--- src/ambient_light_lux_calc_assert.svh ---
// Assertion macros shared by the lux calculator RTL.
`ifndef AMBIENT_LIGHT_LUX_CALC_ASSERT_SVH
`define AMBIENT_LIGHT_LUX_CALC_ASSERT_SVH

// Same-cycle implication, disabled in reset.
`define ALC_ASSERT_IMP(label, clk, rst_n, ante, cons) \
  label: assert property (@(posedge clk) disable iff (!rst_n) (ante) |-> (cons)) \
    else $error("alc: same-cycle check failed");

// Next-cycle implication, disabled in reset.
`define ALC_ASSERT_NXT(label, clk, rst_n, ante, cons) \
  label: assert property (@(posedge clk) disable iff (!rst_n) (ante) |=> (cons)) \
    else $error("alc: next-cycle check failed");

`endif

--- src/alc_pkg.sv ---
// Types, constants and lookup functions of the lux calculator.
package alc_pkg;

  localparam int COUNT_W    = 16;
  localparam int LUX_W      = 29;
  localparam int COEF_W     = 16;
  localparam int PROD_W     = 32;
  localparam int CMP_W      = 24;
  localparam int NUM_W      = 35;
  localparam int DIV_W      = 16;
  localparam int QUOT_W     = 30;
  localparam int GAIN_W     = 7;
  localparam int MS_W       = 9;
  localparam int PERIOD_W   = 11;
  localparam int GAIN_SEL_W = 3;
  localparam int TIMING_W   = 6;
  localparam int CFG_IDX_W  = 2;
  localparam int CFG_DATA_W = 6;

  localparam logic [CFG_IDX_W-1:0] REG_GAIN_SELECT   = 2'd0;
  localparam logic [CFG_IDX_W-1:0] REG_TIMING_SELECT = 2'd1;

  localparam logic [GAIN_SEL_W-1:0] GAIN_SEL_RESET   = 3'd0;
  localparam logic [TIMING_W-1:0]   TIMING_SEL_RESET = 6'd3;

  localparam logic [COUNT_W-1:0] COUNT_SATURATED = 16'hFFFF;

  localparam int IR_PCT       = 100;
  localparam int BAND_LOW_PCT = 45;
  localparam int BAND_MID_PCT = 64;
  localparam int BAND_TOP_PCT = 85;

  localparam logic [COEF_W-1:0] COEF_LOW_VIS = 16'd17743;
  localparam logic [COEF_W-1:0] COEF_LOW_IR  = 16'd11059;
  localparam logic [COEF_W-1:0] COEF_MID_VIS = 16'd42785;
  localparam logic [COEF_W-1:0] COEF_MID_IR  = 16'd19548;
  localparam logic [COEF_W-1:0] COEF_TOP_VIS = 16'd5926;
  localparam logic [COEF_W-1:0] COEF_TOP_IR  = 16'd1185;

  typedef enum logic [1:0] {
    STATUS_OK            = 2'd0,
    STATUS_RESERVED_GAIN = 2'd1,
    STATUS_SATURATED     = 2'd2,
    STATUS_RATIO         = 2'd3
  } status_t;

  typedef enum logic [1:0] {
    BAND_LOW = 2'd0,
    BAND_MID = 2'd1,
    BAND_TOP = 2'd2
  } band_t;

  typedef struct packed {
    logic    valid;
    status_t status;
  } tag_t;

  function automatic logic [GAIN_W-1:0] gain_of(input logic [GAIN_SEL_W-1:0] code);
    logic [GAIN_W-1:0] g;
    unique case (code)
      3'd0:    g = 7'd1;
      3'd1:    g = 7'd2;
      3'd2:    g = 7'd4;
      3'd3:    g = 7'd8;
      3'd6:    g = 7'd48;
      3'd7:    g = 7'd96;
      default: g = 7'd0;
    endcase
    return g;
  endfunction

  function automatic logic [MS_W-1:0] integ_ms_of(input logic [2:0] code);
    logic [MS_W-1:0] ms;
    unique case (code)
      3'd0:    ms = 9'd100;
      3'd1:    ms = 9'd50;
      3'd2:    ms = 9'd200;
      3'd3:    ms = 9'd400;
      3'd4:    ms = 9'd150;
      3'd5:    ms = 9'd250;
      3'd6:    ms = 9'd300;
      default: ms = 9'd350;
    endcase
    return ms;
  endfunction

  function automatic logic [PERIOD_W-1:0] repeat_ms_of(input logic [2:0] code);
    logic [PERIOD_W-1:0] ms;
    unique case (code)
      3'd0:    ms = 11'd50;
      3'd1:    ms = 11'd100;
      3'd2:    ms = 11'd200;
      3'd3:    ms = 11'd500;
      3'd4:    ms = 11'd1000;
      default: ms = 11'd2000;
    endcase
    return ms;
  endfunction

endpackage

--- src/alc_in_if.sv ---
// Input channel: one pair of photodiode counts per transfer.
interface alc_in_if;
  logic                       valid;
  logic                       ready;
  logic [alc_pkg::COUNT_W-1:0] visible_ir_count;
  logic [alc_pkg::COUNT_W-1:0] ir_count;

  modport source (output valid, output visible_ir_count, output ir_count, input ready);
  modport sink   (input valid, input visible_ir_count, input ir_count, output ready);
endinterface

--- src/alc_out_if.sv ---
// Result channel: status and illuminance per transfer.
interface alc_out_if;
  logic                     valid;
  logic                     ready;
  logic [1:0]               status;
  logic [alc_pkg::LUX_W-1:0] lux_milli;

  modport source (output valid, output status, output lux_milli, input ready);
  modport sink   (input valid, input status, input lux_milli, output ready);
endinterface

--- src/alc_cfg_if.sv ---
// Configuration write channel: register index and data per transfer.
interface alc_cfg_if;
  logic                          valid;
  logic                          ready;
  logic [alc_pkg::CFG_IDX_W-1:0]  index;
  logic [alc_pkg::CFG_DATA_W-1:0] data;

  modport source (output valid, output index, output data, input ready);
  modport sink   (input valid, input index, input data, output ready);
endinterface

--- src/alc_front.sv ---
// Front pipeline: checks and band decode, coefficient products, dividend build.
module alc_front (
  input  logic                              clk,
  input  logic                              rst_n,
  input  logic                              en,
  input  logic                              in_valid,
  input  logic [alc_pkg::COUNT_W-1:0]       vis,
  input  logic [alc_pkg::COUNT_W-1:0]       ir,
  input  logic [alc_pkg::GAIN_SEL_W-1:0]    gain_sel,
  input  logic [alc_pkg::DIV_W-2:0]         half_div,
  output alc_pkg::tag_t                     tag,
  output logic [alc_pkg::NUM_W-1:0]         num
);

  // stage 1 registers
  alc_pkg::tag_t                 tag1_r, tag1_nxt;
  logic                          kill1_r, kill1_nxt;
  alc_pkg::band_t                band1_r, band1_nxt;
  logic [alc_pkg::COUNT_W-1:0]   vis1_r, ir1_r;
  // stage 2 registers
  alc_pkg::tag_t                 tag2_r;
  logic                          kill2_r;
  logic                          sub2_r, sub2_nxt;
  logic [alc_pkg::PROD_W-1:0]    pv2_r, pv2_nxt;
  logic [alc_pkg::PROD_W-1:0]    pi2_r, pi2_nxt;
  // stage 3 registers
  alc_pkg::tag_t                 tag3_r;
  logic [alc_pkg::NUM_W-1:0]     num3_r, num3_nxt;

  logic [alc_pkg::COUNT_W:0]     sum;
  logic [alc_pkg::CMP_W-1:0]     ir100, lim_low, lim_mid, lim_top;
  logic [alc_pkg::COEF_W-1:0]    coef_v, coef_i;
  logic [alc_pkg::PROD_W:0]      weighted;
  logic [alc_pkg::PROD_W+3:0]    times10;

  always_comb begin
    sum     = {1'b0, vis} + {1'b0, ir};
    ir100   = alc_pkg::CMP_W'(ir) * alc_pkg::CMP_W'(alc_pkg::IR_PCT);
    lim_low = alc_pkg::CMP_W'(sum) * alc_pkg::CMP_W'(alc_pkg::BAND_LOW_PCT);
    lim_mid = alc_pkg::CMP_W'(sum) * alc_pkg::CMP_W'(alc_pkg::BAND_MID_PCT);
    lim_top = alc_pkg::CMP_W'(sum) * alc_pkg::CMP_W'(alc_pkg::BAND_TOP_PCT);

    tag1_nxt.valid = in_valid;
    kill1_nxt      = 1'b1;
    band1_nxt      = alc_pkg::BAND_LOW;
    priority if (alc_pkg::gain_of(gain_sel) == '0) begin
      tag1_nxt.status = alc_pkg::STATUS_RESERVED_GAIN;
    end else if (vis == alc_pkg::COUNT_SATURATED || ir == alc_pkg::COUNT_SATURATED) begin
      tag1_nxt.status = alc_pkg::STATUS_SATURATED;
    end else if (sum == '0) begin
      tag1_nxt.status = alc_pkg::STATUS_OK;
    end else if (ir100 < lim_low) begin
      tag1_nxt.status = alc_pkg::STATUS_OK;
      kill1_nxt       = 1'b0;
    end else if (ir100 < lim_mid) begin
      tag1_nxt.status = alc_pkg::STATUS_OK;
      kill1_nxt       = 1'b0;
      band1_nxt       = alc_pkg::BAND_MID;
    end else if (ir100 < lim_top) begin
      tag1_nxt.status = alc_pkg::STATUS_OK;
      kill1_nxt       = 1'b0;
      band1_nxt       = alc_pkg::BAND_TOP;
    end else begin
      tag1_nxt.status = alc_pkg::STATUS_RATIO;
    end
  end

  always_comb begin
    sub2_nxt = 1'b0;
    unique case (band1_r)
      alc_pkg::BAND_LOW: begin
        coef_v = alc_pkg::COEF_LOW_VIS;
        coef_i = alc_pkg::COEF_LOW_IR;
      end
      alc_pkg::BAND_MID: begin
        coef_v   = alc_pkg::COEF_MID_VIS;
        coef_i   = alc_pkg::COEF_MID_IR;
        sub2_nxt = 1'b1;
      end
      default: begin
        coef_v = alc_pkg::COEF_TOP_VIS;
        coef_i = alc_pkg::COEF_TOP_IR;
      end
    endcase
    pv2_nxt = alc_pkg::PROD_W'(vis1_r) * alc_pkg::PROD_W'(coef_v);
    pi2_nxt = alc_pkg::PROD_W'(ir1_r) * alc_pkg::PROD_W'(coef_i);
  end

  always_comb begin
    // mid band is positive by construction
    if (sub2_r) begin
      weighted = {1'b0, pv2_r} - {1'b0, pi2_r};
    end else begin
      weighted = {1'b0, pv2_r} + {1'b0, pi2_r};
    end
    times10 = {weighted, 3'b000} + {2'b00, weighted, 1'b0};
    if (kill2_r) begin
      num3_nxt = '0;
    end else begin
      num3_nxt = alc_pkg::NUM_W'(times10) + alc_pkg::NUM_W'(half_div);
    end
  end

  always_ff @(posedge clk) begin
    if (!rst_n) begin
      tag1_r.valid <= 1'b0;
      tag2_r.valid <= 1'b0;
      tag3_r.valid <= 1'b0;
    end else if (en) begin
      tag1_r.valid <= tag1_nxt.valid;
      tag2_r.valid <= tag1_r.valid;
      tag3_r.valid <= tag2_r.valid;
    end
    if (en) begin
      tag1_r.status <= tag1_nxt.status;
      kill1_r       <= kill1_nxt;
      band1_r       <= band1_nxt;
      vis1_r        <= vis;
      ir1_r         <= ir;
      tag2_r.status <= tag1_r.status;
      kill2_r       <= kill1_r;
      sub2_r        <= sub2_nxt;
      pv2_r         <= pv2_nxt;
      pi2_r         <= pi2_nxt;
      tag3_r.status <= tag2_r.status;
      num3_r        <= num3_nxt;
    end
  end

  assign tag = tag3_r;
  assign num = num3_r;

endmodule

--- src/alc_div.sv ---
// Pipelined restoring divider, one quotient bit per stage.
module alc_div (
  input  logic                          clk,
  input  logic                          rst_n,
  input  logic                          en,
  input  alc_pkg::tag_t                 tag_in,
  input  logic [alc_pkg::NUM_W-1:0]     num,
  input  logic [alc_pkg::DIV_W-1:0]     divisor,
  output alc_pkg::tag_t                 tag_out,
  output logic [alc_pkg::QUOT_W-1:0]    quot
);

  localparam int QW = alc_pkg::QUOT_W;
  localparam int DW = alc_pkg::DIV_W;
  localparam int HW = alc_pkg::NUM_W - alc_pkg::QUOT_W;

  alc_pkg::tag_t   tag_r   [QW];
  logic [DW-1:0]   rem_r   [QW];
  logic [QW-1:0]   low_r   [QW];
  alc_pkg::tag_t   tag_src [QW];
  logic [DW-1:0]   rem_src [QW];
  logic [QW-1:0]   low_src [QW];
  logic [DW-1:0]   rem_nxt [QW];
  logic [QW-1:0]   low_nxt [QW];

  always_comb begin
    // top bits of the dividend stay below the smallest divisor
    tag_src[0] = tag_in;
    rem_src[0] = DW'(num[alc_pkg::NUM_W-1 -: HW]);
    low_src[0] = num[QW-1:0];
    for (int i = 1; i < QW; i++) begin
      tag_src[i] = tag_r[i-1];
      rem_src[i] = rem_r[i-1];
      low_src[i] = low_r[i-1];
    end
  end

  always_comb begin
    logic [DW:0] trial;
    logic        fits;
    for (int i = 0; i < QW; i++) begin
      trial = {rem_src[i], low_src[i][QW-1]};
      fits  = trial >= {1'b0, divisor};
      if (fits) begin
        rem_nxt[i] = DW'(trial - {1'b0, divisor});
      end else begin
        rem_nxt[i] = trial[DW-1:0];
      end
      low_nxt[i] = {low_src[i][QW-2:0], fits};
    end
  end

  always_ff @(posedge clk) begin
    if (!rst_n) begin
      for (int i = 0; i < QW; i++) begin
        tag_r[i].valid <= 1'b0;
      end
    end else if (en) begin
      for (int i = 0; i < QW; i++) begin
        tag_r[i].valid <= tag_src[i].valid;
      end
    end
    if (en) begin
      for (int i = 0; i < QW; i++) begin
        tag_r[i].status <= tag_src[i].status;
        rem_r[i]        <= rem_nxt[i];
        low_r[i]        <= low_nxt[i];
      end
    end
  end

  assign tag_out = tag_r[QW-1];
  assign quot    = low_r[QW-1];

endmodule

--- src/ambient_light_lux_calc.sv ---
// Top level of the two-channel ambient light lux calculator.
//
// in_ch takes one pair of counts (visible plus IR, IR only) per transfer;
// out_ch returns one status and one milli-lux value per pair, in order.
// cfg_ch writes gain_select (index 0) and timing_select (index 1); other
// indexes are dropped. cfg_ch is always ready; write it only while no pair
// is in flight, and at least one cycle before the next pair.
// A result passes through three front stages (checks, coefficient
// products, dividend) and a 30-stage divider that produces one quotient
// bit per stage.
// Throughput: one pair per cycle unless stalled. The last divider stage is the output
// register; when it holds a result that out_ch does not take, the whole
// pipeline freezes and in_ch.ready drops in the same cycle, so nothing is
// lost or repeated. Empty stages are not squeezed out during a stall.
// Reset (rst_n low, synchronous) empties the pipeline and sets
// gain_select to 0 and timing_select to 3.
`include "ambient_light_lux_calc_assert.svh"

module ambient_light_lux_calc (
  input  logic      clk,
  input  logic      rst_n,
  alc_in_if.sink    in_ch,
  alc_out_if.source out_ch,
  alc_cfg_if.sink   cfg_ch
);

  logic [alc_pkg::GAIN_SEL_W-1:0] gain_sel_r;
  logic [alc_pkg::TIMING_W-1:0]   timing_sel_r;
  logic [alc_pkg::DIV_W-1:0]      div_r, div_nxt;
  logic [alc_pkg::MS_W-1:0]       integ_ms;
  logic [alc_pkg::PERIOD_W-1:0]   period_ms;
  logic [alc_pkg::MS_W-1:0]       eff_ms;
  logic                           en;
  alc_pkg::tag_t                  front_tag, div_tag;
  logic [alc_pkg::NUM_W-1:0]      front_num;
  logic [alc_pkg::QUOT_W-1:0]     quot;

  assign cfg_ch.ready = 1'b1;

  always_ff @(posedge clk) begin
    if (!rst_n) begin
      gain_sel_r   <= alc_pkg::GAIN_SEL_RESET;
      timing_sel_r <= alc_pkg::TIMING_SEL_RESET;
    end else if (cfg_ch.valid && cfg_ch.ready) begin
      unique case (cfg_ch.index)
        alc_pkg::REG_GAIN_SELECT:   gain_sel_r   <= cfg_ch.data[alc_pkg::GAIN_SEL_W-1:0];
        alc_pkg::REG_TIMING_SELECT: timing_sel_r <= cfg_ch.data[alc_pkg::TIMING_W-1:0];
        default: ;
      endcase
    end
  end

  // integration time clamped to the repeat period
  always_comb begin
    integ_ms  = alc_pkg::integ_ms_of(timing_sel_r[5:3]);
    period_ms = alc_pkg::repeat_ms_of(timing_sel_r[2:0]);
    if (alc_pkg::PERIOD_W'(integ_ms) > period_ms) begin
      eff_ms = period_ms[alc_pkg::MS_W-1:0];
    end else begin
      eff_ms = integ_ms;
    end
    div_nxt = alc_pkg::DIV_W'(alc_pkg::gain_of(gain_sel_r)) * alc_pkg::DIV_W'(eff_ms);
  end

  always_ff @(posedge clk) begin
    div_r <= div_nxt;
  end

  assign en          = !div_tag.valid || out_ch.ready;
  assign in_ch.ready = en;

  alc_front u_front (
    .clk      (clk),
    .rst_n    (rst_n),
    .en       (en),
    .in_valid (in_ch.valid),
    .vis      (in_ch.visible_ir_count),
    .ir       (in_ch.ir_count),
    .gain_sel (gain_sel_r),
    .half_div (div_r[alc_pkg::DIV_W-1:1]),
    .tag      (front_tag),
    .num      (front_num)
  );

  alc_div u_div (
    .clk     (clk),
    .rst_n   (rst_n),
    .en      (en),
    .tag_in  (front_tag),
    .num     (front_num),
    .divisor (div_r),
    .tag_out (div_tag),
    .quot    (quot)
  );

  // a zero divisor (reserved gain) leaves the quotient all ones
  assign out_ch.valid     = div_tag.valid;
  assign out_ch.status    = div_tag.status;
  assign out_ch.lux_milli = (div_tag.status == alc_pkg::STATUS_OK) ?
                            quot[alc_pkg::LUX_W-1:0] : '0;

  `ALC_ASSERT_IMP(a_error_gives_zero_lux, clk, rst_n,
    out_ch.valid && (out_ch.status != alc_pkg::STATUS_OK), out_ch.lux_milli == '0)
  `ALC_ASSERT_NXT(a_valid_gain_gives_divisor, clk, rst_n,
    alc_pkg::gain_of(gain_sel_r) != '0, div_r != '0)

endmodule

--- src/flat_wrapper.sv ---
// flat-port wrapper written by rule: the top's interface ports become plain ports
module ambient_light_lux_calc_flat 
  (clk, rst_n, in_ch_valid, in_ch_visible_ir_count, in_ch_ir_count, in_ch_ready, out_ch_valid, out_ch_status, out_ch_lux_milli, out_ch_ready, cfg_ch_valid, cfg_ch_index, cfg_ch_data, cfg_ch_ready);
  alc_in_if in_ch_i ();
  alc_out_if out_ch_i ();
  alc_cfg_if cfg_ch_i ();
  input  logic clk;
  input  logic rst_n;
  input wire logic [$bits(in_ch_i.valid)-1:0] in_ch_valid;
  input wire logic [$bits(in_ch_i.visible_ir_count)-1:0] in_ch_visible_ir_count;
  input wire logic [$bits(in_ch_i.ir_count)-1:0] in_ch_ir_count;
  output wire logic [$bits(in_ch_i.ready)-1:0] in_ch_ready;
  output wire logic [$bits(out_ch_i.valid)-1:0] out_ch_valid;
  output wire logic [$bits(out_ch_i.status)-1:0] out_ch_status;
  output wire logic [$bits(out_ch_i.lux_milli)-1:0] out_ch_lux_milli;
  input wire logic [$bits(out_ch_i.ready)-1:0] out_ch_ready;
  input wire logic [$bits(cfg_ch_i.valid)-1:0] cfg_ch_valid;
  input wire logic [$bits(cfg_ch_i.index)-1:0] cfg_ch_index;
  input wire logic [$bits(cfg_ch_i.data)-1:0] cfg_ch_data;
  output wire logic [$bits(cfg_ch_i.ready)-1:0] cfg_ch_ready;
  assign in_ch_i.valid = in_ch_valid;
  assign in_ch_i.visible_ir_count = in_ch_visible_ir_count;
  assign in_ch_i.ir_count = in_ch_ir_count;
  assign in_ch_ready = in_ch_i.ready;
  assign out_ch_valid = out_ch_i.valid;
  assign out_ch_status = out_ch_i.status;
  assign out_ch_lux_milli = out_ch_i.lux_milli;
  assign out_ch_i.ready = out_ch_ready;
  assign cfg_ch_i.valid = cfg_ch_valid;
  assign cfg_ch_i.index = cfg_ch_index;
  assign cfg_ch_i.data = cfg_ch_data;
  assign cfg_ch_ready = cfg_ch_i.ready;
  ambient_light_lux_calc u_core (.clk(clk), .rst_n(rst_n), .in_ch(in_ch_i), .out_ch(out_ch_i), .cfg_ch(cfg_ch_i));
endmodule
--- config.mk ---
export PLATFORM = sky130hd
export DESIGN_NAME = ambient_light_lux_calc_flat
export DESIGN_NICKNAME = d
export VERILOG_FILES = /design/src/alc_pkg.sv /design/src/alc_in_if.sv /design/src/alc_out_if.sv /design/src/alc_cfg_if.sv /design/src/alc_front.sv /design/src/alc_div.sv /design/src/ambient_light_lux_calc.sv /design/src/flat_wrapper.sv
export VERILOG_INCLUDE_DIRS = /design/src /design/src/src
export SDC_FILE = /design/constraint.sdc
export NUM_CORES = 2
export LEC_CHECK = 0
export BUFFER_PORTS_ARGS = -buffer_cell sky130_fd_sc_hd__buf_4
export CAP_MARGIN = 20
export CORE_MARGIN = 4
export CORE_UTILIZATION = 55
export CTS_CLUSTER_DIAMETER = 30
export CTS_CLUSTER_SIZE = 28
export DETAILED_ROUTE_END_ITERATION = 16
export GPL_TIMING_DRIVEN = 0
export PLACE_DENSITY = 0.71
export REMOVE_ABC_BUFFERS = 1
export SYNTH_ARGS = -nofsm -noshare
export SYNTH_HDL_FRONTEND = slang
export SYNTH_SLANG_ARGS = --single-unit
--- constraint.sdc ---
create_clock -name clk -period 57.5 [get_ports clk]
set_input_delay 5.75 -clock clk [delete_from_list [all_inputs] [get_ports clk]]
set_output_delay 5.75 -clock clk [all_outputs]
set_load 0.01 [all_outputs]
# Yosys cells after proc, flatten, opt, wreduce, memory -nomap -nowiden
# Memory sizes are Yosys's and may differ from the RTL's.
# Cells that the tools add are included.
# W data, S select, Z words.
# totals
reg_bits,170
ram_bits,1470
output_inout_bits,34
mem_count,3
inputBits,45
wordCells,246
# mem_list
name,depth,width,read_ports,rd_ports_with_merged_regs,wr,line_no,rtl
u_core.u_div.low_r,30,30,30,0,30,alc_div.sv:19,logic [QW-1:0] low_r [QW];
u_core.u_div.rem_r,30,16,29,0,30,alc_div.sv:18,logic [DW-1:0] rem_r [QW];
u_core.u_div.tag_r,30,3,30,0,30,alc_div.sv:17,alc_pkg::tag_t tag_r [QW];
# op_classes
n_reduce_logical,16
multipliers,6
muxes,84
eq_ne,19
add_sub_neg,35
n_lt_le_gt_ge,34
n_bitwise,30
# ops
op,n
$ge A17 B16 Y1,29
$mux W16,30
$sub A16 B16 Y16,29
$mul A16 B16 Y32,2
$pmux W9 S7,1
$pmux W11 S5,1
$lt A23 B23 Y1,2
$pmux W7 S6,1
$mux W1,40
$add A35 B15 Y35,1
$add A35 B34 Y35,1
$add A32 B32 Y33,1
$mux W33,1
$sub A32 B32 Y33,1
$eq A16 B16 Y1 const B,2
$pmux W16 S2,1
$or A1 B1 Y1,30
$pmux W15 S2,1
$mux W29,1
$lt A23 B24 Y1,1
$mul A17 B7 Y24 const B,1
$mul A17 B6 Y23 const B,1
$mul A16 B5 Y21 const B,1
$eq A3 B2 Y1 const B,6
other kinds (20),39

# Logic depth before layout (Yosys ltp)
# depth
ltp_word,8
mapped_depth,34
mapped_depth_nobuf,34

# Cells and area by module
# A second synthesis with hierarchy kept.
# unflattened
hier_cells,8582
hier_area_um2,103878.4
# modules_own_cells
mod,seq_area_each_um2,n_inst,cells_per_inst,area_per_inst_um2
alc_div,43371.6,1,5030,70352.5
alc_front,4324.1,1,3181,30344.1
ambient_light_lux_calc,480.5,1,371,3181.8

# Worst setup path before layout
# No wires, ideal clock.
# synth_timing
path_kind,input port to output port
startpoint,input port out_ch_ready
endpoint,output port in_ch_ready
slack_ps,5123
arrival_ps,46627
stages,4
required_time_ps,51750
n_path_buf,2
cell_sequence,nor2b_1 -> clkbuf_1 -> inv_1 -> buf_1
# synth_between
elab_chain_len,1
# synth_lines
element,line_no,rtl
"start, declared",flat_wrapper.sv:16,input wire logic [$bits(out_ch_i.ready)-1:0] out_ch_ready;
$logic_or A1 B1 Y1,ambient_light_lux_calc.sv:69,assign en = !div_tag.valid || out_ch.ready;
"end, declared",flat_wrapper.sv:12,output wire logic [$bits(in_ch_i.ready)-1:0] in_ch_ready;
# Every way passes these cells.

# Final worst setup path
# layout_timing
startpoint,input port in_ch_visible_ir_count[0]
endpoint,"register u_core.u_front.tag1_r[0] in the netlist's numbering, data pin"
# layout_between
elab_chain_len,8
word_cells_on_any_way,14
cone_classes,1 x add/sub; 2 x mul; 3 x order compare; 1 x eq/ne; 5 x mux; 2 x reduce/logical
# layout_lines
element,line_no,rtl
"start, declared",flat_wrapper.sv:10,input wire logic [$bits(in_ch_i.visible_ir_count)-1:0] in_ch_visible_ir_count;
$add A16 B16 Y17,alc_front.sv:37,"sum = {1'b0, vis} + {1'b0, ir};"
$mul A17 B7 Y24,alc_front.sv:41,lim_top = alc_pkg::CMP_W'(sum) * alc_pkg::CMP_W'(alc_pkg::BAND_TOP_PCT);
$lt A23 B24 Y1,alc_front.sv:59,end else if (ir100 < lim_top) begin
$mux W2,alc_front.sv:59,
$mux W2,alc_front.sv:55,end else if (ir100 < lim_mid) begin
$mux W2,alc_front.sv:52,end else if (ir100 < lim_low) begin
$mux W2,alc_front.sv:50,end else if (sum == '0) begin
$mux W2 *,alc_front.sv:48,end else if (vis == alc_pkg::COUNT_SATURATED || ir == alc_pkg::COUNT_SATURATED) begin
"end, declared",alc_front.sv:16,"alc_pkg::tag_t tag1_r, tag1_nxt;"
# Every way passes the cells marked *; elsewhere a longest branch is shown, timed or not.
# A chain may end at the register's enable or synchronous reset.

==> load_flow_metrics.sql <==
INSERT INTO impl_metrics (metric_group, metric, value, unit) VALUES
('status', 'outcome', 'finished, final reports clean', ''),
('critical_path', 'cp_slowest_stage_delay', '0.52', 'ns'),
('timing', 'rsz_0062_raised_after_global_routing', 'false', ''),
('hold_path', 'hold_end', 'u_core.u_div.tag_r[0][15]', ''),
('synthesis', 'post_synth_fa_ha_maj_area_fraction', '21.7', '%'),
('clock_network', 'cts_bufs_inserted', '327', ''),
('critical_path', 'regToRegStartpoint', 'u_core.u_front.pi2_r[0]', ''),
('hold_path', 'holdCritStartpoint', 'u_core.u_div.tag_r[0][12]', ''),
('place', 'gpl_wtd_cong', '0.900', ''),
('final_layout', 'drive_gt1_share', '11.5', '%'),
('critical_path', 'worst_r2r_path_depth', '30', ''),
('floorplan', 'die-width', '433', 'µm'),
('clock_network', 'clk_latency', '0.90', 'ns'),
('floorplan', 'start_util', '55.5', '%'),
('critical_path', 'worstPathRequired', '58.08', 'ns'),
('synthesis', 'synthesis.area_per_instance', '11.9', 'µm²'),
('synthesis', 'post-synth-top-area-fraction', '45.5', '%'),
('critical_path', 'cpMostUsedCell', 'sky130_fd_sc_hd__ha_1', ''),
('critical_path', 'timing.critical_path.arrival', '13.91', 'ns'),
('clock_network', 'clock-sinks', '1563', ''),
('timing', 'slew_headroom', '22.0', '%'),
('final_layout', 'most_common_library_cell_in_the_layout_ignoring_fill_and_taps', 'sky130_fd_sc_hd__edfxtp_1', ''),
('drt', 'drtIter0Drc', '3814', ''),
('synthesis', 'post-synth-top-area-cell', 'sky130_fd_sc_hd__edfxtp_1', ''),
('floorplan', 'fp.dieH', '433', 'µm'),
('synthesis', 'synth_area', '0.0994', 'mm²'),
('clock_network', 'ctsRootBufferMaster', 'sky130_fd_sc_hd__clkbuf_16', ''),
('clock_network', 'tritoncts', 'built', ''),
('floorplan', 'rows', '155', ''),
('synthesis', 'synthXorXnorAreaFrac', '3.85', '%'),
('critical_path', 'cp.buffers_inverters', '5', ''),
('grt', 'grt_antenna_before_repair', '3', ''),
('timing', 'timing.final.hold_violations', '0', ''),
('synthesis', 'main_combinational_cell_family_by_area_after_synthesis', 'adder cells', ''),
('timing', 'drv_slew', '0', ''),
('grt', 'largest_net_degree_at_the_start_of_global_routing', '147', ''),
('critical_path', 'cp_slowest_cell', 'sky130_fd_sc_hd__a2111oi_0', ''),
('timing', 'final.setup.tns', '0', 'ns'),
('clock_network', 'post_cts_hold_buffer_count', '0', ''),
('hold_path', 'hold_path_class', 'register to register', ''),
('place', 'placed_cells', '10700', ''),
('timing', 'report.final.setup_viol', '0', ''),
('synthesis', 'syn_inst', '8367', ''),
('final_layout', 'mostFrequentLayoutCells', '1,507 x sky130_fd_sc_hd__edfxtp_1, 1,062 x sky130_fd_sc_hd__ha_1, 903 x sky130_fd_sc_hd__inv_1, 556 x sky130_fd_sc_hd__nor2_1, 415 x sky130_fd_sc_hd__fa_1', ''),
('critical_path', 'reg2reg_to', 'u_core.u_front.num[34]', ''),
('final_layout', 'final-instance-count-excl-fill', '11300', ''),
('synthesis', 'synth.yosys.warnings', '0', ''),
('place', 'port_buffers', '77', ''),
('clock_network', 'htreeDepth', '5', ''),
('drt', 'routed_wl_per_cell', '18.3', 'µm'),
('final_layout', 'area_growth_syn_to_layout', '15.2', '%'),
('grt', 'globalRouteTotalUtil', '22.2', '%'),
('synthesis', 'synth_top_flop_cell', 'sky130_fd_sc_hd__edfxtp_1', ''),
('synthesis', 'synthMuxAreaShare', '3.70', '%'),
('synthesis', 'synth_seq_cells', '1563', ''),
('synthesis', 'synth-edff-count', '1507', ''),
('clock_network', 'clock_path_buffers', '4', ''),
('timing', 'tightestPinTransition', '1.14', 'ns'),
('synthesis', 'synth_area_leaders', 'sky130_fd_sc_hd__edfxtp_1 46%, sky130_fd_sc_hd__ha_1 13%, sky130_fd_sc_hd__fa_1 8.4%', ''),
('place', 'detailedPlacementHpwl', '150', 'mm'),
('clock_network', 'cts_post_setup_buffers_inserted', '0', ''),
('critical_path', 'cp-end-kind', 'register', ''),
('final_layout', 'final_area', '0.114', 'mm²'),
('drt', 'postRouteAntennaNets', '0', ''),
('synthesis', 'async_reset_ff_share', '0', '%'),
('clock_network', 'cts-resized-gates', '0', ''),
('grt', 'vias_in_the_first_global_route', '64900', ''),
('floorplan', 'area_of_the_core', '0.179', 'mm²'),
('final_layout', 'nets', '10200', ''),
('hold_path', 'min_delay_path_depth', '0', ''),
('synthesis', 'synthSimpleGateAreaFrac', '10.1', '%');
[routing by layer]
metal,vias up,wire length (µm),global-route usage (%)
li1,31000,-,-
met1,30900,87900,28.0
met2,1469,102000,38.6
met3,507,8640,3.09
met4,0,8500,9.35
met5,-,0,0
[per-stage QoR]
step                setup WS [ns]  hold slack [ns]
floorplan                   16.27            0.400
global placement             4.07            0.400
detailed placement          43.46            0.405
CTS                         44.37            0.342
global route                43.72            0.351
finish                      44.18            0.340
[cell type report]
type                            count  area [µm²]
Antenna cell                        3        7.51
Clock buffer                      359        8430
Clock inverter                    218        2460
Fill cell                       13400       64500
Inverter                          919        3460
Multi-Input combinational cell   5779       49200
Sequential cell                  1563       46400
Tap cell                         2355        2950
Timing Repair Buffer              131        1620
[cell usage after synthesis (181+ instances only)]
cell type                  number
sky130_fd_sc_hd__edfxtp_1    1507
sky130_fd_sc_hd__nor2_1       558
sky130_fd_sc_hd__ha_1        1062
sky130_fd_sc_hd__nor3_1       208
sky130_fd_sc_hd__nand2_1      393
sky130_fd_sc_hd__fa_1         415
sky130_fd_sc_hd__mux2_2       273
sky130_fd_sc_hd__xnor2_1      310
sky130_fd_sc_hd__o21ai_0      282
sky130_fd_sc_hd__o21a_1       181
sky130_fd_sc_hd__a21oi_1      408
sky130_fd_sc_hd__inv_1        919
[worst max path at each step]
| stage | start | end | slack, ns | cells past startpoint |
|---|---|---|---|---|
| final | in_ch_visible_ir_count[0] | u_core.u_front.tag1_r[0] | 44.18 | 33 |
| after floorplan | out_ch_ready | in_ch_ready | 16.27 | 2 |
| after detailed placement | in_ch_visible_ir_count[0] | u_core.u_front.tag1_r[0] | 43.46 | 33 |
| after global placement | out_ch_ready | in_ch_ready | 4.07 | 4 |
| after global routing | in_ch_visible_ir_count[0] | u_core.u_front.tag1_r[0] | 43.72 | 33 |
| after CTS | in_ch_visible_ir_count[0] | u_core.u_front.tag1_r[0] | 44.37 | 33 |
[sequential cells by signal, indices dropped and copies added (netlist names)]
name and count:
u_core.div_r 15, u_core.gain_sel_r 3, u_core.timing_sel_r 6, u_core.u_div.low_r 841, u_core.u_div.rem_r 464, u_core.u_div.tag_r 90, u_core.u_front.band1_r 2, u_core.u_front.ir1_r 16
u_core.u_front.kill1_r 1, u_core.u_front.kill2_r 1, u_core.u_front.num 34, u_core.u_front.pi2_r 32, u_core.u_front.pv2_r 32, u_core.u_front.sub2_r 1, u_core.u_front.tag 3, u_core.u_front.tag1_r 3
u_core.u_front.tag2_r 3, u_core.u_front.vis1_r 16
[kinds of logic (layout without fill, tap and decap cells)]
| group | Yosys count | count (layout) |
|---|---|---|
| compound gates | 1520 | 1520 |
| xor+xnor | 435 | 435 |
| fa+ha+maj | 1478 | 1478 |
| buf+inv | 1025 | 1627 |
| flops | 1563 | 1563 |
| mux | 333 | 333 |
| other cells | 1 | 4 |
| simple gates | 2012 | 2012 |
Power is left out: the tool's default activity adds up to more than one toggle a clock period on the data nets, which glitch-free logic cannot reach.
